File: src/design/rbrs_pkg.sv
package rbrs_pkg;

  // Bin store geometry
  localparam int BIN_COUNT    = 46;
  localparam int PRODUCT_BITS = 48;
  localparam int COUNT_BITS   = 32;

  // RSSI mapping and window shape
  localparam int RSSI_LOW    = -90;
  localparam int START_RSSI  = -80;
  localparam int HALF_WINDOW = 4;
  localparam int WIN_LEN     = 2 * HALF_WINDOW + 1;
  localparam int FIRST_BIN   = START_RSSI - RSSI_LOW;

  // Derived widths
  localparam int ADDR_W  = $clog2(BIN_COUNT);
  localparam int IDX_W   = 10;
  localparam int PSUM_W  = PRODUCT_BITS + 4;
  localparam int CSUM_W  = COUNT_BITS + 4;
  localparam int MUL_A_W = 16;
  localparam int MUL_W   = CSUM_W + MUL_A_W;
  localparam int CMP_W   = (MUL_W > PSUM_W) ? MUL_W : PSUM_W;
  localparam int Q_W     = 16;
  localparam int BIT_W   = 4;

  typedef enum logic [1:0] {
    OP_RECORD  = 2'd0,
    OP_THRESH  = 2'd1,
    OP_AVERAGE = 2'd2,
    OP_NONE    = 2'd3
  } op_e;

  typedef enum logic [3:0] {
    ST_IDLE,
    ST_REC_RD,
    ST_REC_WR,
    ST_RD,
    ST_ACC,
    ST_TW_MUL,
    ST_TW_CMP,
    ST_TB_CMP,
    ST_DV_MUL,
    ST_DV_CMP,
    ST_DONE
  } state_e;

  typedef struct packed {
    logic [PRODUCT_BITS-1:0] prod;
    logic [COUNT_BITS-1:0]   cnt;
  } bin_t;

  typedef struct packed {
    op_e                op;
    logic signed [7:0]  rssi;
    logic        [15:0] rtt;
    logic        [15:0] pkt;
    logic        [15:0] thr;
    logic signed [7:0]  def_rssi;
  } item_t;

  typedef struct packed {
    logic signed [7:0]  result_rssi;
    logic        [15:0] avg_rtt;
    logic               found;
  } result_t;

  typedef struct packed {
    logic              we;
    logic [ADDR_W-1:0] waddr;
    bin_t              wdata;
    logic              re;
    logic [ADDR_W-1:0] raddr;
  } mem_req_t;

  typedef struct packed {
    logic               load;
    logic [MUL_A_W-1:0] a;
    logic [CSUM_W-1:0]  b;
    logic [CMP_W-1:0]   x;
  } mul_req_t;

endpackage

File: src/design/rbrs_mac.sv
module rbrs_mac (
  input  logic                         clk_i,
  input  rbrs_pkg::mul_req_t           req_i,
  output logic [rbrs_pkg::MUL_W-1:0]   prod_o,
  output logic                         le_o
);

  logic [rbrs_pkg::MUL_W-1:0] prod_d, prod_q;

  // Multiply into the product register
  assign prod_d = rbrs_pkg::MUL_W'(req_i.a) * rbrs_pkg::MUL_W'(req_i.b);

  always_ff @(posedge clk_i) begin
    if (req_i.load) begin
      prod_q <= prod_d;
    end
  end

  // Compare the held product against the operand of this cycle
  assign le_o   = rbrs_pkg::CMP_W'(prod_q) <= req_i.x;
  assign prod_o = prod_q;

endmodule

File: config.mk
export PLATFORM = sky130hd
export DESIGN_NAME = rbrs_mac
export DESIGN_NICKNAME = d
export VERILOG_FILES = /design/src/design/rbrs_pkg.sv /design/src/design/rbrs_mac.sv
export SDC_FILE = /design/constraint.sdc
export NUM_CORES = 2
export LEC_CHECK = 0
export ABC_AREA = 0
export BUFFER_PORTS_ARGS = -buffer_cell sky130_fd_sc_hd__buf_4
export CORE_ASPECT_RATIO = 0.7
export CORE_MARGIN = 8
export CORE_UTILIZATION = 59
export CTS_CLUSTER_SIZE = 28
export DETAILED_ROUTE_END_ITERATION = 6
export GPL_TIMING_DRIVEN = 0
export PLACE_DENSITY = 0.78
export SETUP_SLACK_MARGIN = 0.1
export SLEW_MARGIN = 25
export SYNTH_ARGS = -nofsm -noshare
export SYNTH_HDL_FRONTEND = slang
export SYNTH_SLANG_ARGS = --single-unit
File: constraint.sdc
create_clock -name clk_i -period 8 [get_ports clk_i]
set_input_delay 0.4 -clock clk_i [delete_from_list [all_inputs] [get_ports clk_i]]
set_output_delay 0.4 -clock clk_i [all_outputs]
set_load 0.02 [all_outputs]
==> flow_metrics.env <==
export IMPL_status="complete, no violations"
export IMPL_drv_slew=0
export IMPL_hold_buffers=0
export IMPL_crit_path_max_fanout=10
export IMPL_die_x_um=242
export IMPL_fmax_ghz=0.133
export IMPL_routed_via_density=5.65
export IMPL_critPathCaptureType="flip-flop"
export IMPL_start_util=0.592
export IMPL_worst_pin_slew_ns=0.976
export IMPL_core_um2=35600
export IMPL_yosysWarningCount=0
export IMPL_ys_ff_latch=52
export IMPL_cts_setup_buffers=0
export IMPL_gr_total_overflow=0
export IMPL_vias=16800
export IMPL_layout_min_cycle_time_ns=7.53
export IMPL_start_kind="primary input"
export IMPL_synth_top_family_by_area="adder cells"
export IMPL_drive_gt1_frac=0.0757
export IMPL_worstSetupEndpoint="prod_o[48]$_DFFE_PP_"
export IMPL_synthAdderAreaFrac=0.556
export IMPL_drtIter0Drc=1637
export IMPL_synth_fp_nets=3085
export IMPL_drv_cap=0
export IMPL_antenna_found_initial=4
export IMPL_final_cell_mix="inv_1, fa_1, nand2_1"
export IMPL_ys_seq_area_frac=0.0742
export IMPL_grt_max_degree=53
export IMPL_cts_root_buffer="clkbuf_16"
export IMPL_worstHoldPathType="primary input to flip-flop"
export IMPL_rsz0062_at_grt="false"
export IMPL_synthArstFlopShare=0
export IMPL_drtPass1Iterations=6
export IMPL_path_class="primary input to flip-flop"
export IMPL_maxSlewHeadroom=0.349
export IMPL_ys_flop_type="edfxtp_1"
export IMPL_cts_tree="done"
export IMPL_post_synth_cell_area_avg_um2=9.03
export IMPL_synth_cell_types=56
export IMPL_dieArea_um2=42100
export IMPL_finalCritPeriodShare=0.941
export IMPL_synth_simple_area_share=0.165
export IMPL_nets=3240
export IMPL_gr_usage_all_layers=0.303
export IMPL_routedWlPerCell_um=21.2
export IMPL_setup_viol=0
export IMPL_synth_compound_area_frac=0.0667
export IMPL_cts_buffers=5
export IMPL_gp_congestion=1.03
export IMPL_syn_area_um2=21000
export IMPL_dp_hpwl_um=53400
export IMPL_arrival_ns=7.57
export IMPL_ant_nets=0
export IMPL_portBuffers=148
export IMPL_drc_errors=0
export IMPL_largest_reg_flops=52
export IMPL_cts_htree_levels=2
export IMPL_synth_xor_area_frac=0.0204
export IMPL_muxShareOfSynthArea=0
export IMPL_io_pins=159
export IMPL_synth_edf_count=52
export IMPL_cts_sinks=52
export IMPL_timing_hold_violations_final=0
export IMPL_drt_wl_total_um=63000
export IMPL_clk_pin_slew_ns=0.07
export IMPL_layout_commonest_cell="inv_1"
export IMPL_worstPathRequired_ns=8.04
export IMPL_crit_start="req_i[99]"
export IMPL_grt_pass1_wl_um=99700
export IMPL_fin_setup_tns_ns=0
export IMPL_clock_path_buffers=2
export IMPL_rows=58
export IMPL_syn_to_final_growth_pct=8.90
export IMPL_grt_pass1_vias=17900
export IMPL_fp_dieH_um=174
export IMPL_syn_instance_count=2329
## what timing repair did
item | 4_1_cts | 5_1_grt
endpoints found under the hold margin | 0 | 0
endpoints found under the setup margin | 0 | 7
resized for setup | 0 | 38
## critical path: stages
cell and delay [ns]:
clkbuf_1 0.58, clkbuf_1 0.72, nand2_1 0.17, fa_1 0.54, inv_1 0.06, fa_1 0.56
fa_1 0.46, fa_1 0.50, fa_1 0.51, inv_1 0.05, fa_1 0.56, inv_1 0.06
ha_1 0.36, a21oi_1 0.23, o21ai_0 0.16, nor2_1 0.16, and3_1 0.16, a21oi_1 0.14
a211oi_1 0.62, nor3_1 0.20, a31oi_1 0.24, xnor2_1 0.10
## cell families after synthesis
group / Yosys count
AND/OR/NAND/NOR: 711
buffers and inverters: 659
AO/OA/AOI/OAI: 208
XOR/XNOR: 49
adder cells (fa/ha/maj): 650
flip-flops: 52
## worst min path at each step
stage                     startpoint  depth (start not counted)  slack (ns)             endpoint
after floorplan           req_i[104]                          0        0.51  prod_o[0]$_DFFE_PP_
after global placement     req_i[52]                          2        0.79  prod_o[0]$_DFFE_PP_
after detailed placement   req_i[52]                          2        0.79  prod_o[0]$_DFFE_PP_
after CTS                  req_i[52]                          2        0.48  prod_o[0]$_DFFE_PP_
after global routing       req_i[52]                          2        0.49  prod_o[0]$_DFFE_PP_
final                      req_i[52]                          2        0.50  prod_o[0]$_DFFE_PP_
## metal layers
| layer | GRT usage | part of all wire | routed length [um] |
|---|---|---|---|
| met2 | 0.456 | 0.44 | 27400 |
| met4 | 0.112 | 0.044 | 2750 |
| met3 | 0.0995 | 0.13 | 7990 |
| met1 | 0.409 | 0.39 | 24800 |
| met5 | 0 | 0.00049 | 31 |
## synthesized netlist by cell type (8+ instances only)
cell type  number  area [um^2]
a21o_1         46          345
a21oi_1        73          365
a31oi_1         8         50.1
and2_1        261         1630
clkbuf_1      112          420
edfxtp_1       52         1560
fa_1          474         9490
ha_1          176         2200
inv_1         546         2050
nand2_1       355         1330
nand3_1        10         50.1
nand4_1        24          150
nor2_1         25         93.8
nor3_1          9         45.0
o21ai_0        33          165
o21bai_1       12         90.1
xnor2_1        33          289
xor2_1         16          140
## layout make-up
type / instances / area (um^2)
plain buffers: 113 / 445
fillers: 3038 / 12600
inverters: 546 / 2050
multi-input cells: 1618 / 17000
diodes: 2 / 5.00
repair buffers: 148 / 1110
flip-flops and latches: 52 / 1560
clock buffers: 7 / 133
clock inverters: 1 / 3.75
well taps: 480 / 601
## through the flow
step | instances | utilization | setup slack (ns) | hold slack, ns | instance area [um^2]
CTS | 2965 | 0.644 | 0.343 | 0.484 | 22900
finish | 2967 | 0.644 | 0.469 | 0.496 | 22900
floorplan | 2329 | - | 1.66 | 0.512 | 21000
global route | 2966 | 0.644 | 0.101 | 0.486 | 22900
global placement | 2957 | 0.640 | 0.0659 | 0.789 | 22800
detailed placement | 2957 | 0.640 | 0.0486 | 0.791 | 22800
Power is not shown: default switching activity piles up to over one toggle a cycle in this logic, so the estimate is an artifact.
