## src/design/rbrs_pkg.sv

```systemverilog
package rbrs_pkg;

  // Bin store geometry
  localparam int BIN_COUNT    = 46;
  localparam int PRODUCT_BITS = 48;
  localparam int COUNT_BITS   = 32;

  // RSSI mapping and window shape
  localparam int RSSI_LOW    = -90;
  localparam int START_RSSI  = -80;
  localparam int HALF_WINDOW = 4;
  localparam int WIN_LEN     = 2 * HALF_WINDOW + 1;
  localparam int FIRST_BIN   = START_RSSI - RSSI_LOW;

  // Derived widths
  localparam int ADDR_W  = $clog2(BIN_COUNT);
  localparam int IDX_W   = 10;
  localparam int PSUM_W  = PRODUCT_BITS + 4;
  localparam int CSUM_W  = COUNT_BITS + 4;
  localparam int MUL_A_W = 16;
  localparam int MUL_W   = CSUM_W + MUL_A_W;
  localparam int CMP_W   = (MUL_W > PSUM_W) ? MUL_W : PSUM_W;
  localparam int Q_W     = 16;
  localparam int BIT_W   = 4;

  typedef enum logic [1:0] {
    OP_RECORD  = 2'd0,
    OP_THRESH  = 2'd1,
    OP_AVERAGE = 2'd2,
    OP_NONE    = 2'd3
  } op_e;

  typedef enum logic [3:0] {
    ST_IDLE,
    ST_REC_RD,
    ST_REC_WR,
    ST_RD,
    ST_ACC,
    ST_TW_MUL,
    ST_TW_CMP,
    ST_TB_CMP,
    ST_DV_MUL,
    ST_DV_CMP,
    ST_DONE
  } state_e;

  typedef struct packed {
    logic [PRODUCT_BITS-1:0] prod;
    logic [COUNT_BITS-1:0]   cnt;
  } bin_t;

  typedef struct packed {
    op_e                op;
    logic signed [7:0]  rssi;
    logic        [15:0] rtt;
    logic        [15:0] pkt;
    logic        [15:0] thr;
    logic signed [7:0]  def_rssi;
  } item_t;

  typedef struct packed {
    logic signed [7:0]  result_rssi;
    logic        [15:0] avg_rtt;
    logic               found;
  } result_t;

  typedef struct packed {
    logic              we;
    logic [ADDR_W-1:0] waddr;
    bin_t              wdata;
    logic              re;
    logic [ADDR_W-1:0] raddr;
  } mem_req_t;

  typedef struct packed {
    logic               load;
    logic [MUL_A_W-1:0] a;
    logic [CSUM_W-1:0]  b;
    logic [CMP_W-1:0]   x;
  } mul_req_t;

endpackage

```

## src/design/rbrs_mem.sv

```systemverilog
module rbrs_mem (
  input  logic               clk_i,
  input  logic               rst_ni,
  input  rbrs_pkg::mem_req_t req_i,
  output rbrs_pkg::bin_t     rdata_o
);

  rbrs_pkg::bin_t                     mem_q [rbrs_pkg::BIN_COUNT];
  rbrs_pkg::bin_t                     rdata_q;
  logic [rbrs_pkg::BIN_COUNT-1:0]     valid_q;
  logic                               rvalid_q;

  // Write and read the bin array, read data registered
  always_ff @(posedge clk_i) begin
    if (req_i.we) begin
      mem_q[req_i.waddr] <= req_i.wdata;
    end
    if (req_i.re) begin
      rdata_q <= mem_q[req_i.raddr];
    end
  end

  // Track written bins so that reset reads as empty
  always_ff @(posedge clk_i or negedge rst_ni) begin
    if (!rst_ni) begin
      valid_q  <= '0;
      rvalid_q <= 1'b0;
    end else begin
      if (req_i.we) begin
        valid_q[req_i.waddr] <= 1'b1;
      end
      if (req_i.re) begin
        rvalid_q <= valid_q[req_i.raddr];
      end
    end
  end

  assign rdata_o = rvalid_q ? rdata_q : '0;

endmodule

```

## config.mk

```make
export PLATFORM = sky130hd
export DESIGN_NAME = rbrs_mem
export DESIGN_NICKNAME = d
export VERILOG_FILES = /design/src/design/rbrs_pkg.sv /design/src/design/rbrs_mem.sv
export SDC_FILE = /design/constraint.sdc
export NUM_CORES = 2
export LEC_CHECK = 0
export BUFFER_PORTS_ARGS = -buffer_cell sky130_fd_sc_hd__buf_2
export CAP_MARGIN = 15
export CORE_MARGIN = 2
export CORE_UTILIZATION = 50
export CTS_CLUSTER_DIAMETER = 80
export DETAILED_ROUTE_END_ITERATION = 10
export GPL_ROUTABILITY_DRIVEN = 0
export PLACE_DENSITY = 0.69
export SLEW_MARGIN = 30
export SYNTH_ARGS = -nofsm -noshare
export SYNTH_HDL_FRONTEND = slang
export SYNTH_SLANG_ARGS = --single-unit
export TNS_END_PERCENT = 100
```

## constraint.sdc

```tcl
create_clock -name clk_i -period 2.35 [get_ports clk_i]
set_clock_uncertainty 0.1 [all_clocks]
set_input_delay 0.1175 -clock clk_i [delete_from_list [all_inputs] [get_ports clk_i]]
set_output_delay 0.1175 -clock clk_i [all_outputs]
set_load 0.01 [all_outputs]
```

==> flow_summary.yaml <==
outcome:
  outcome: "finished clean"
clock_network:
  clkTransAtPathRegs_ns: 0.06
  clock_sinks: 3807
  root_buffer: "clkbuf_16"
  cts_max_level: 5
  cts_tree: "built"
  clockBufferDepth: 4
  cts_made_buffers: 378
  clk_latency_ns: 0.93
detailed_routing:
  wirelength_um: 380000
  drtIter0Drc: 10200
  vias_per_cell: 6.40
  wire_per_inst_um: 34.1
  drt_pass1_iterations: 6
  vias: 71400
  ant_nets: 0
  route.detailed.drc: 0
pwr:
  pwr-share-clk: 0.417
  power_leakage_nw: 54.2
  swShare: 0.211
  p_per_area_nw_per_um2: 843
  p_int_mw: 113
  p_comb_frac: 0.053
  p_sw_mw: 30.2
  p_seq_frac: 0.529
  power_mw: 143
  peakVddDrop_mv: 0.755
sta:
  tns_ns: 0
  timing.fmax_mhz: 428
  hold_viol_final: 0
  finalSetupViolCount: 0
  min_period_over_period: 0.994
  fin_ws_ns: 0.0150
  slew_violations: 0
  worstMarginPinSlew_ns: 0.889
  relSlewSlack: 0.407
  finalCriticalPeriod_ns: 2.34
  rsz0062_at_grt: "true"
global_route:
  grt_pass1_vias: 72400
  grt_max_degree: 67
  grt_usage: 0.259
  grt_pass1_wl_um: 539000
  overflow: 0
  antenna_found_initial: 27
floorplanning:
  die_area_sq_um: 293000
  fp.coreArea_sq_um: 287000
  fp.dieH_um: 541
  rows: 197
  io_pins: 176
  die_w_um: 541
  initial_utilization: 0.502
cells_and_area:
  seqCellArea_sq_um: 114000
  nFillCells: 19700
  area_delta_synth_final_pct: 17.8
  drive_above_1_share: 0.331
  nets: 7157
  multi_input_area_sq_um: 28900
  fin_area_sq_um: 170000
yosys:
  netlist.area_leader.share: 0.783
  ys_ff_latch: 3807
  avgSynthCellArea_sq_um: 23.3
  synth_top_cell_by_area: "edfxtp_1"
  ys_warn_count: 0
  yosysMostFrequentCell: "edfxtp_1"
  synthFlopType: "edfxtp_1"
  synth-edff-count: 3760
  seq_area_frac_synth: 0.791
  synth_commonest_cells: "edfxtp_1 (3,760), mux4_2 (967), a22oi_1 (169)"
  synth_area_leaders: "edfxtp_1 (78%), mux4_2 (15%), a22oi_1 (0.88%)"
  syn-cell-area_sq_um: 144000
  synthArstFlopShare: 0.0123
  ys_types: 42
  syn_inst: 6198
  syn-num-nets: 6294
critical_path:
  cp_data_required_time_ns: 2.13
  cp_max_fo: 14
  rr_worst_depth: 5
  crit_arrival_ns: 2.12
  end_kind: "primary output"
  worstSetupPathType: "register to primary output"
  startpoint_type: "register"
placed_design:
  placed_area_sq_um: 156000
  hpwl_um: 217000
  port_buffers: 175
  place_ws_ns: -0.348
min_path:
  hold_depth: 5
  hold_class: "primary input to register"
job:
  max_cap_violations: 0
## registers in the layout, summed over array words and instances (netlist names)
| register | flops |
|---|---|
| mem_q | 3680 |
| valid_q | 46 |
| rvalid_q | 1 |
| rdata_q | 80 |
## routing by layer
metal / global-route usage / vias up / share of wire
li1: - / 28200 / -
met1: 0.365 / 38400 / 0.38
met2: 0.418 / 4190 / 0.49
met3: 0.0455 / 612 / 0.10
met4: 0.0743 / 10 / 0.029
met5: 0 / - / 0.00018
## placed cells by master (no fill, tap or decap), types with 96 or more instances in the layout
cell type / instances
buf_2: 132
clkbuf_16: 383
a22oi_1: 169
edfxtp_1: 3760
buf_4: 271
nand2_1: 118
dlygate4sd3_1: 96
mux4_2: 967
buf_12: 276
a21oi_1: 118
## metrics by stage
| step | util | std cells | hold WS (ns) |
|---|---|---|---|
| floorplan | - | 6198 | -0.278 |
| global placement | 0.543 | 10400 | 0.0570 |
| detailed placement | 0.543 | 10400 | 0.0650 |
| CTS | 0.590 | 11100 | 0.0107 |
| global route | 0.591 | 11200 | 0.0502 |
| finish | 0.591 | 11200 | 0.0447 |
## logic make-up (layout without fill, tap and decap cells)
group	after synthesis	after routing	share of synthesized area
AO/OA/AOI/OAI	494	494	0.0211
buffers and inverters	341	1508	0.0117
flip-flops	3807	3807	0.791
multiplexers	1094	1094	0.160
other	0	9	0
AND/OR/NAND/NOR	462	462	0.0156
## critical path: stages (launching register included)
cell and delay [ns]:
dfrtp_4 0.50, buf_12 0.18, clkbuf_16 0.20, and2_4 0.15, buf_6 0.11
## power by group through the flow
stage               Sequential, mW  Combinational, mW  Clock, mW
finish                        75.7               7.65       59.7
global route                  75.7               8.10       63.0
CTS                           75.7               7.55       60.4
detailed placement            77.2               7.24          0
global placement              77.1               7.08          0
floorplan                     77.0               3.94          0
## repair_timing
| item | 4_1_cts | 5_1_grt |
|---|---|---|
| resized for setup | 33 | 59 |
| cloned | 0 | 2 |
| endpoints found under the hold margin | 4531 | 0 |
| hold buffers | 100 | 0 |
| buffers inserted | 3 | 0 |
| endpoints found under the setup margin | 80 | 104 |
## path summary, 6_finish.rpt
path                                         startpoint                      end  slack [ns]
worst max-delay path               rvalid_q$_DFFE_PN0P_              rdata_o[36]        0.01
worst min-delay path                           req_i[0]    rdata_q[49]$_DFFE_PP_        0.04
worst max register to register  mem_q[13][54]$_DFFE_PP_    rdata_q[54]$_DFFE_PP_        0.17
worst min register to register  valid_q[29]$_DFFE_PN0P_  valid_q[29]$_DFFE_PN0P_        0.36
max in group asynchronous                        rst_ni  valid_q[22]$_DFFE_PN0P_        1.46
min in group asynchronous                        rst_ni  valid_q[27]$_DFFE_PN0P_        0.36
## final cells by class
cell class / count / area share
clock buffer: 461 / 0.0579
tap: 3781 / 0.0279
clock inverter: 223 / 0.0141
timing repair buffer: 821 / 0.0576
sequential: 3807 / 0.672
multi-input combinational: 2050 / 0.170
inverter: 3 / 0.0000958
antenna: 9 / 0.000133
Note: power is estimated with default switching activity, not from simulation.
