$ cat config.mk
export PLATFORM = sky130hd
export DESIGN_NAME = rbrs_ctrl
export DESIGN_NICKNAME = d
export VERILOG_FILES = /design/src/design/rbrs_pkg.sv /design/src/design/rbrs_ctrl.sv
export SDC_FILE = /design/constraint.sdc
export NUM_CORES = 2
export LEC_CHECK = 0
export ABC_AREA = 1
export ABC_CLOCK_PERIOD_IN_PS = 29000
export BUFFER_PORTS_ARGS = -buffer_cell sky130_fd_sc_hd__buf_2
export CAP_MARGIN = 25
export CORE_UTILIZATION = 61
export DETAILED_ROUTE_END_ITERATION = 8
export MAX_ROUTING_LAYER = met4
export PLACE_DENSITY_LB_ADDON = 0.12
export RECOVER_POWER = 25
export SLEW_MARGIN = 20
export SYNTH_ARGS = -nofsm -noshare
export SYNTH_HDL_FRONTEND = slang
export SYNTH_SLANG_ARGS = --single-unit
$ cat constraint.sdc
create_clock -name clk_i -period 29 [get_ports clk_i]
set_input_delay 1.45 -clock clk_i [delete_from_list [all_inputs] [get_ports clk_i]]
set_output_delay 1.45 -clock clk_i [all_outputs]
set_load 0.05 [all_outputs]
$ cat src/design/rbrs_pkg.sv
package rbrs_pkg;

  // Bin store geometry
  localparam int BIN_COUNT    = 46;
  localparam int PRODUCT_BITS = 48;
  localparam int COUNT_BITS   = 32;

  // RSSI mapping and window shape
  localparam int RSSI_LOW    = -90;
  localparam int START_RSSI  = -80;
  localparam int HALF_WINDOW = 4;
  localparam int WIN_LEN     = 2 * HALF_WINDOW + 1;
  localparam int FIRST_BIN   = START_RSSI - RSSI_LOW;

  // Derived widths
  localparam int ADDR_W  = $clog2(BIN_COUNT);
  localparam int IDX_W   = 10;
  localparam int PSUM_W  = PRODUCT_BITS + 4;
  localparam int CSUM_W  = COUNT_BITS + 4;
  localparam int MUL_A_W = 16;
  localparam int MUL_W   = CSUM_W + MUL_A_W;
  localparam int CMP_W   = (MUL_W > PSUM_W) ? MUL_W : PSUM_W;
  localparam int Q_W     = 16;
  localparam int BIT_W   = 4;

  typedef enum logic [1:0] {
    OP_RECORD  = 2'd0,
    OP_THRESH  = 2'd1,
    OP_AVERAGE = 2'd2,
    OP_NONE    = 2'd3
  } op_e;

  typedef enum logic [3:0] {
    ST_IDLE,
    ST_REC_RD,
    ST_REC_WR,
    ST_RD,
    ST_ACC,
    ST_TW_MUL,
    ST_TW_CMP,
    ST_TB_CMP,
    ST_DV_MUL,
    ST_DV_CMP,
    ST_DONE
  } state_e;

  typedef struct packed {
    logic [PRODUCT_BITS-1:0] prod;
    logic [COUNT_BITS-1:0]   cnt;
  } bin_t;

  typedef struct packed {
    op_e                op;
    logic signed [7:0]  rssi;
    logic        [15:0] rtt;
    logic        [15:0] pkt;
    logic        [15:0] thr;
    logic signed [7:0]  def_rssi;
  } item_t;

  typedef struct packed {
    logic signed [7:0]  result_rssi;
    logic        [15:0] avg_rtt;
    logic               found;
  } result_t;

  typedef struct packed {
    logic              we;
    logic [ADDR_W-1:0] waddr;
    bin_t              wdata;
    logic              re;
    logic [ADDR_W-1:0] raddr;
  } mem_req_t;

  typedef struct packed {
    logic               load;
    logic [MUL_A_W-1:0] a;
    logic [CSUM_W-1:0]  b;
    logic [CMP_W-1:0]   x;
  } mul_req_t;

endpackage

$ cat src/design/rbrs_ctrl.sv
module rbrs_ctrl (
  input  logic                       clk_i,
  input  logic                       rst_ni,
  input  logic                       in_valid_i,
  input  rbrs_pkg::item_t            in_item_i,
  output logic                       idle_o,
  input  logic                       out_free_i,
  output logic                       done_o,
  output rbrs_pkg::result_t          result_o,
  output rbrs_pkg::mem_req_t         mem_req_o,
  input  rbrs_pkg::bin_t             mem_rdata_i,
  output rbrs_pkg::mul_req_t         mul_req_o,
  input  logic [rbrs_pkg::MUL_W-1:0] mul_prod_i,
  input  logic                       mul_le_i
);

  localparam int ADDR_W = rbrs_pkg::ADDR_W;
  localparam int IDX_W  = rbrs_pkg::IDX_W;
  localparam int PSUM_W = rbrs_pkg::PSUM_W;
  localparam int CSUM_W = rbrs_pkg::CSUM_W;
  localparam int PB     = rbrs_pkg::PRODUCT_BITS;
  localparam int CB     = rbrs_pkg::COUNT_BITS;
  localparam int Q_W    = rbrs_pkg::Q_W;
  localparam int BIT_W  = rbrs_pkg::BIT_W;
  localparam int WL     = rbrs_pkg::WIN_LEN;
  localparam int HW     = rbrs_pkg::HALF_WINDOW;

  rbrs_pkg::state_e   state_q, state_d;
  rbrs_pkg::op_e      op_q, op_d;
  logic [15:0]        rtt_q, rtt_d;
  logic [15:0]        pkt_q, pkt_d;
  logic [15:0]        thr_q, thr_d;
  logic [ADDR_W-1:0]  addr_q, addr_d;
  logic [ADDR_W-1:0]  last_q, last_d;
  logic [PSUM_W-1:0]  psum_q, psum_d;
  logic [CSUM_W-1:0]  csum_q, csum_d;
  logic [Q_W-1:0]     q_q, q_d;
  logic [BIT_W-1:0]   bit_q, bit_d;
  rbrs_pkg::result_t  res_q, res_d;
  rbrs_pkg::bin_t     line_q [WL];
  rbrs_pkg::bin_t     line_d [WL];

  logic                    accept;
  logic signed [IDX_W-1:0] idx, lo_s, hi_s;
  logic [ADDR_W-1:0]       rec_addr, avg_lo, avg_hi;
  logic [PSUM_W-1:0]       acc_p;
  logic [CSUM_W-1:0]       acc_c;
  logic [Q_W-1:0]          trial;
  logic                    last_r;
  logic                    prefill;
  logic                    bin_empty;
  logic [PB:0]             rec_p;
  logic [CB:0]             rec_c;
  logic                    rec_wrap;
  rbrs_pkg::bin_t          rec_bin;

  assign accept = in_valid_i && (state_q == rbrs_pkg::ST_IDLE);

  // Map the RSSI onto a bin index and clamp it for records and averages
  always_comb begin
    idx  = {{(IDX_W-8){in_item_i.rssi[7]}}, in_item_i.rssi} + IDX_W'(-rbrs_pkg::RSSI_LOW);
    lo_s = idx - IDX_W'(HW);
    hi_s = idx + IDX_W'(HW);
    if (idx < 0) begin
      rec_addr = '0;
    end else if (idx > $signed(IDX_W'(rbrs_pkg::BIN_COUNT - 1))) begin
      rec_addr = ADDR_W'(rbrs_pkg::BIN_COUNT - 1);
    end else begin
      rec_addr = ADDR_W'(idx);
    end
    if (lo_s < 0) begin
      avg_lo = '0;
      avg_hi = ADDR_W'(HW);
    end else if (hi_s > $signed(IDX_W'(rbrs_pkg::BIN_COUNT - 1))) begin
      avg_lo = ADDR_W'(rbrs_pkg::BIN_COUNT - 1 - HW);
      avg_hi = ADDR_W'(rbrs_pkg::BIN_COUNT - 1);
    end else begin
      avg_lo = ADDR_W'(lo_s);
      avg_hi = ADDR_W'(hi_s);
    end
  end

  // Slide the window: add the bin just read, drop the oldest
  assign acc_p = psum_q + PSUM_W'(mem_rdata_i.prod) - PSUM_W'(line_q[WL-1].prod);
  assign acc_c = csum_q + CSUM_W'(mem_rdata_i.cnt) - CSUM_W'(line_q[WL-1].cnt);

  assign trial     = q_q | (Q_W'(1) << bit_q);
  assign last_r    = addr_q == ADDR_W'(rbrs_pkg::BIN_COUNT - 1);
  assign prefill   = addr_q < ADDR_W'(rbrs_pkg::FIRST_BIN + HW);
  assign bin_empty = line_q[HW].cnt == '0;

  // Add the sample, restart the bin if either sum carries out
  always_comb begin
    rec_p    = {1'b0, mem_rdata_i.prod} + (PB+1)'(mul_prod_i);
    rec_c    = {1'b0, mem_rdata_i.cnt} + (CB+1)'(pkt_q);
    rec_wrap = rec_p[PB] | rec_c[CB];
    if (rec_wrap) begin
      rec_bin.prod = PB'(mul_prod_i);
      rec_bin.cnt  = CB'(pkt_q);
    end else begin
      rec_bin.prod = rec_p[PB-1:0];
      rec_bin.cnt  = rec_c[CB-1:0];
    end
  end

  // Next state
  always_comb begin
    state_d = state_q;
    case (state_q)
      rbrs_pkg::ST_IDLE: begin
        if (in_valid_i) begin
          case (in_item_i.op)
            rbrs_pkg::OP_RECORD: begin
              state_d = (in_item_i.pkt == '0) ? rbrs_pkg::ST_DONE : rbrs_pkg::ST_REC_RD;
            end
            rbrs_pkg::OP_THRESH:  state_d = rbrs_pkg::ST_RD;
            rbrs_pkg::OP_AVERAGE: state_d = rbrs_pkg::ST_RD;
            default:              state_d = rbrs_pkg::ST_DONE;
          endcase
        end
      end
      rbrs_pkg::ST_REC_RD: state_d = rbrs_pkg::ST_REC_WR;
      rbrs_pkg::ST_REC_WR: state_d = rbrs_pkg::ST_DONE;
      rbrs_pkg::ST_RD:     state_d = rbrs_pkg::ST_ACC;
      rbrs_pkg::ST_ACC: begin
        if (op_q == rbrs_pkg::OP_AVERAGE) begin
          if (addr_q != last_q) begin
            state_d = rbrs_pkg::ST_RD;
          end else if (acc_p == '0 || acc_c == '0) begin
            state_d = rbrs_pkg::ST_DONE;
          end else begin
            state_d = rbrs_pkg::ST_DV_MUL;
          end
        end else begin
          state_d = prefill ? rbrs_pkg::ST_RD : rbrs_pkg::ST_TW_MUL;
        end
      end
      rbrs_pkg::ST_TW_MUL: begin
        if (csum_q != '0) begin
          state_d = rbrs_pkg::ST_TW_CMP;
        end else begin
          state_d = last_r ? rbrs_pkg::ST_DONE : rbrs_pkg::ST_RD;
        end
      end
      rbrs_pkg::ST_TW_CMP: begin
        if (!mul_le_i && !bin_empty) begin
          state_d = rbrs_pkg::ST_TB_CMP;
        end else begin
          state_d = last_r ? rbrs_pkg::ST_DONE : rbrs_pkg::ST_RD;
        end
      end
      rbrs_pkg::ST_TB_CMP: begin
        if (!mul_le_i || last_r) begin
          state_d = rbrs_pkg::ST_DONE;
        end else begin
          state_d = rbrs_pkg::ST_RD;
        end
      end
      rbrs_pkg::ST_DV_MUL: state_d = rbrs_pkg::ST_DV_CMP;
      rbrs_pkg::ST_DV_CMP: begin
        state_d = (bit_q == '0) ? rbrs_pkg::ST_DONE : rbrs_pkg::ST_DV_MUL;
      end
      rbrs_pkg::ST_DONE: begin
        if (out_free_i) begin
          state_d = rbrs_pkg::ST_IDLE;
        end
      end
      default: state_d = rbrs_pkg::ST_IDLE;
    endcase
  end

  // Drive the memory port and the shared multiply-compare unit
  always_comb begin
    mem_req_o       = '0;
    mem_req_o.waddr = addr_q;
    mem_req_o.wdata = rec_bin;
    mem_req_o.raddr = addr_q;
    mul_req_o       = '0;
    idle_o          = 1'b0;
    done_o          = 1'b0;
    case (state_q)
      rbrs_pkg::ST_IDLE: idle_o = 1'b1;
      rbrs_pkg::ST_REC_RD: begin
        mem_req_o.re   = 1'b1;
        mul_req_o.load = 1'b1;
        mul_req_o.a    = rtt_q;
        mul_req_o.b    = CSUM_W'(pkt_q);
      end
      rbrs_pkg::ST_REC_WR: mem_req_o.we = 1'b1;
      rbrs_pkg::ST_RD:     mem_req_o.re = 1'b1;
      rbrs_pkg::ST_TW_MUL: begin
        mul_req_o.load = 1'b1;
        mul_req_o.a    = thr_q;
        mul_req_o.b    = csum_q;
      end
      rbrs_pkg::ST_TW_CMP: begin
        mul_req_o.load = 1'b1;
        mul_req_o.a    = thr_q;
        mul_req_o.b    = CSUM_W'(line_q[HW].cnt);
        mul_req_o.x    = rbrs_pkg::CMP_W'(psum_q);
      end
      rbrs_pkg::ST_TB_CMP: mul_req_o.x = rbrs_pkg::CMP_W'(line_q[HW].prod);
      rbrs_pkg::ST_DV_MUL: begin
        mul_req_o.load = 1'b1;
        mul_req_o.a    = trial;
        mul_req_o.b    = csum_q;
      end
      rbrs_pkg::ST_DV_CMP: mul_req_o.x = rbrs_pkg::CMP_W'(psum_q);
      rbrs_pkg::ST_DONE:   done_o = 1'b1;
      default: ;
    endcase
  end

  // Datapath next values
  always_comb begin
    op_d   = op_q;
    rtt_d  = rtt_q;
    pkt_d  = pkt_q;
    thr_d  = thr_q;
    addr_d = addr_q;
    last_d = last_q;
    psum_d = psum_q;
    csum_d = csum_q;
    q_d    = q_q;
    bit_d  = bit_q;
    res_d  = res_q;
    for (int i = 0; i < WL; i++) begin
      line_d[i] = line_q[i];
    end
    case (state_q)
      rbrs_pkg::ST_IDLE: begin
        if (accept) begin
          op_d   = in_item_i.op;
          rtt_d  = in_item_i.rtt;
          pkt_d  = in_item_i.pkt;
          thr_d  = in_item_i.thr;
          psum_d = '0;
          csum_d = '0;
          q_d    = '0;
          bit_d  = BIT_W'(Q_W - 1);
          res_d  = '0;
          for (int i = 0; i < WL; i++) begin
            line_d[i] = '0;
          end
          case (in_item_i.op)
            rbrs_pkg::OP_RECORD: addr_d = rec_addr;
            rbrs_pkg::OP_THRESH: begin
              addr_d            = ADDR_W'(rbrs_pkg::FIRST_BIN);
              res_d.result_rssi = in_item_i.def_rssi;
            end
            rbrs_pkg::OP_AVERAGE: begin
              addr_d = avg_lo;
              last_d = avg_hi;
            end
            default: ;
          endcase
        end
      end
      rbrs_pkg::ST_ACC: begin
        line_d[0] = mem_rdata_i;
        for (int i = 1; i < WL; i++) begin
          line_d[i] = line_q[i-1];
        end
        psum_d = acc_p;
        csum_d = acc_c;
        if (op_q == rbrs_pkg::OP_AVERAGE) begin
          if (addr_q != last_q) begin
            addr_d = addr_q + ADDR_W'(1);
          end
        end else if (prefill) begin
          addr_d = addr_q + ADDR_W'(1);
        end
      end
      rbrs_pkg::ST_TW_MUL: begin
        if (csum_q == '0 && !last_r) begin
          addr_d = addr_q + ADDR_W'(1);
        end
      end
      rbrs_pkg::ST_TW_CMP: begin
        if (!(!mul_le_i && !bin_empty) && !last_r) begin
          addr_d = addr_q + ADDR_W'(1);
        end
      end
      rbrs_pkg::ST_TB_CMP: begin
        if (!mul_le_i) begin
          res_d.found       = 1'b1;
          res_d.result_rssi = 8'(IDX_W'(addr_q) + IDX_W'(rbrs_pkg::RSSI_LOW - HW));
        end else if (!last_r) begin
          addr_d = addr_q + ADDR_W'(1);
        end
      end
      rbrs_pkg::ST_DV_CMP: begin
        if (mul_le_i) begin
          q_d = trial;
        end
        bit_d = bit_q - BIT_W'(1);
        if (bit_q == '0) begin
          res_d.avg_rtt = mul_le_i ? trial : q_q;
        end
      end
      default: ;
    endcase
  end

  // Control registers
  always_ff @(posedge clk_i or negedge rst_ni) begin
    if (!rst_ni) begin
      state_q <= rbrs_pkg::ST_IDLE;
      op_q    <= rbrs_pkg::OP_NONE;
    end else begin
      state_q <= state_d;
      op_q    <= op_d;
    end
  end

  // Payload registers
  always_ff @(posedge clk_i) begin
    rtt_q  <= rtt_d;
    pkt_q  <= pkt_d;
    thr_q  <= thr_d;
    addr_q <= addr_d;
    last_q <= last_d;
    psum_q <= psum_d;
    csum_q <= csum_d;
    q_q    <= q_d;
    bit_q  <= bit_d;
    res_q  <= res_d;
    for (int i = 0; i < WL; i++) begin
      line_q[i] <= line_d[i];
    end
  end

  assign result_o = res_q;

endmodule

==> run metrics <==
worst setup margin=18.74 ns; antenna violations before repair=2; gr usage total=0.3242; vias per cell=~5.2; Nets=6,834; most frequent cell on the critical path=nor2_1; Die W=293.7 microns; status=complete, but fails checks; final cell count without fillers=7,581; Pins Over Slew Limit=450; worst-skew pair later-pin latency=0.67 ns; number of flops mapped to enable cells by yosys=913; TritonCTS clock tree=built; Clock Skew=roughly 0.04 ns; worst min-delay path category=reg2reg; vias=39,620; input/output buffers=about 430; Syn Nets=about 6,400; total wire length=136,200 microns; Top Family by Delay on Critical Path=buffers and inverters; CORE AREA=0.08395 sq mm; Worst path slowest cell=clkbuf_1; top layer in use=met4; fill cell count=6,616; HPWL after detailed placement=just over 100,000 microns; WP buf/inv=3; Die Footprint=0.08626 sq mm; Die Y=293.7 microns; placed cell count=7,413; clk slew on worst S/H paths=0.06 ns; vias in the first global route=38,900; Detail Route met2 WL=68,250 microns; CTS sink cnt=919; critical path, cell by cell=nor2_1 -> inv_1 -> nor2_1 -> clkinvlp_2 -> clkbuf_1 -> nor2_1; largest net degree at the start of global routing=214; VDD IR-drop max=102.9 uV; first-iteration detailed-routing DRC count=3,038; arrival time at the worst endpoint=10.34 ns; Num CTS Buffers=92; Unique masters post-synth=54; Residual DRC=0; Synth Flop Type=edfxtp_1; cell area after placement=0.05505 sq mm; CTS H-tree lvls=3; first-pass GRT wire length=208,300 microns; Fin. Hold Viols=0; max frequency=97.44 MHz; GRT overflow=0; Critical Path RT=29.07 ns; share of cells above drive strength 1=0.09434; Mapped Cells=5,973; failing checks=max-capacitance violations, max-slew violations; Metal-1 WL=~55,000 microns; Avg Cell Area, Syn=8.689 sq um; crit-path max FO=213; Slew HR=-4.648; post-layout instance area=a little under 0.06 sq mm; Top-Level Pins=429; fin crit share=0.3539; fin crit period=10.26 ns; post-place setup slack=about 21 ns; Yosys warning count=0; clock buffer depth=3; routed wire length on met3=7720 microns; Critical Path Start Type=flop; Leakage=0.02793 uW; final setup fails=0; Synth-to-Final Area Change=11.90%; synthesized area=0.05190 sq mm; row count=106; asr flop ratio synth=0.006529; Placer Congestion=0.9931; actual slew at the worst max-slew pin=roughly 8.5 ns; Root Buffer=clkbuf_16; wire per inst=about 18 microns; final setup TNS=0 ns; count of maximum capacitance violations=5; Crit. End Element=flop; post-CTS sizing=0; CP peak stage delay=6.01 ns; Post-CTS Setup Bufs=0; P per Cell Area=111.2 mW/mm^2; Crit Path Category=reg2reg; Initial Util=0.6182; 1st-pass router iterations=6; register area share after synthesis=0.5312; FF+latch count, synth=between 900 and 1,000; unrepaired setup endpoints after global routing=false; DRT antenna net count=0; CTS Hold Buffers Added=0
## registers in the layout, summed over array words and instances (netlist names), 16 cells and up
name,cells
q_q,16
line_q,720
rtt_q,16
pkt_q,16
result_o,25
psum_q,52
thr_q,16
csum_q,36
## placed cells by master (no fill, tap or decap), drive strengths merged, types with 7 or more instances in the layout
cell type  Yosys  routed
nor4          22      22
o22ai         67      67
xnor2         39      39
xor2          61      61
nand3b        23      23
a22oi          7       7
a31oi         36      36
o21ai        151     151
o221ai        21      21
nand4         45      45
fa            82      82
clkbuf       119     157
clkinvlp       0       7
o21bai        13      13
o211ai        16      16
ha           173     173
edfxtp       913     913
nand2       1067    1067
inv         1522    1525
buf           23     397
nor3          41      41
bufinv         0      12
clkinv         2      40
a21oi        212     212
nand3        152     152
nor2        1111    1111
a211oi        13      13
## synthesized netlist by cell type, types with 3 or more instances
master,number,area (sq um)
o221ai_1,21,183.9
xor2_1,61,534.3
fa_1,82,1642
ha_1,173,2165
or2_2,6,37.54
nand4_1,43,269.0
and3_1,3,18.77
inv_1,1520,5705
nand2_2,7,43.79
o21bai_1,13,97.59
o211ai_1,13,97.59
nand3_1,151,755.7
o211ai_2,3,37.54
dfrtp_1,4,100.1
clkbuf_1,119,446.7
buf_4,7,52.55
buf_6,12,135.1
nand2_1,1058,3971
o21ai_2,47,411.6
a21boi_0,5,37.54
nor2_1,1110,4167
a211oi_1,13,97.59
a21o_1,5,37.54
o22ai_1,67,419.2
o21ai_1,14,70.07
o21ai_0,90,450.4
a21oi_1,212,1061
xnor2_1,39,341.6
and2_1,5,31.28
edfxtp_1,913,27420
nor4_1,22,137.6
o21a_1,3,22.52
a31oi_1,36,225.2
a22oi_1,7,52.55
nor3_1,41,205.2
nand3b_1,23,172.7
## cells by family (layout without fill, tap and decap cells)
kind of cell | after synthesis | after routing | synth area share
AND/OR/NAND/NOR | 2476 | 2476 | 0.1904
adder cells (fa/ha/maj) | 255 | 255 | 0.07333
buffers and inverters | 1666 | 2138 | 0.1232
flip-flops | 919 | 919 | 0.5312
AO/OA/AOI/OAI | 557 | 557 | 0.06499
XOR/XNOR | 100 | 100 | 0.01687
other | 0 | 2 | 0
## worst paths after layout
check                      startpoint    endpoint  slack (ns)  cells after the start
max in group asynchronous      rst_ni     op_q[0]       27.98                      1
min reg2reg                   op_q[0]     op_q[0]        0.51                      2
min                           op_q[0]     op_q[0]        0.51                      2
max                        state_q[3]  psum_q[48]       18.74                      6
max reg2reg                state_q[3]  psum_q[48]       18.74                      6
min in group asynchronous      rst_ni  state_q[1]        0.69                      1
## final cells by class
cell class / instances / area (sq um) / share of cell area
antenna: 2 / 5.005 / 0.00008618
multi-input combinational: 3388 / 17980 / 0.3096
inverter: 1524 / 5722 / 0.09852
timing repair buffer: 451 / 2322 / 0.03999
clock inverter: 60 / 715.7 / 0.01232
clock buffer: 103 / 2344 / 0.04035
tap: 1134 / 1419 / 0.02443
sequential: 919 / 27570 / 0.4747
## power breakdown
group	total, uW	switching [uW]	internal [uW]
clock	1210	518	694
sequential	2170	133	2030
combinational	3080	2270	814
total	6460	2920	3540
## metrics by stage
step / utilization / hold slack, ns / total power, uW
finish: 0.6918 / 0.5059 / 6460
detailed placement: 0.6557 / 0.5017 / 5209
global placement: 0.6553 / 0.4922 / 5149
global route: 0.6918 / 0.5336 / 6890
CTS: 0.6922 / 0.5095 / 6440
floorplan: - / 0.4772 / 4804
## routing by layer
layer / up-vias / global-route usage
li1: 19430 / -
met1: 18560 / 0.4005
met2: 1362 / 0.5504
met3: 270 / 0.03542
met4: 0 / 0.1231
met5: - / -
## worst min-delay path: cells and delay by family, from the launching register on
family	cells	cell delay, ns
DFF	1	0.38
AOI/OAI and AO/OA	1	0.07
and+or+nand+nor	1	0.06
Note: power is estimated with default switching activity, not from simulation.
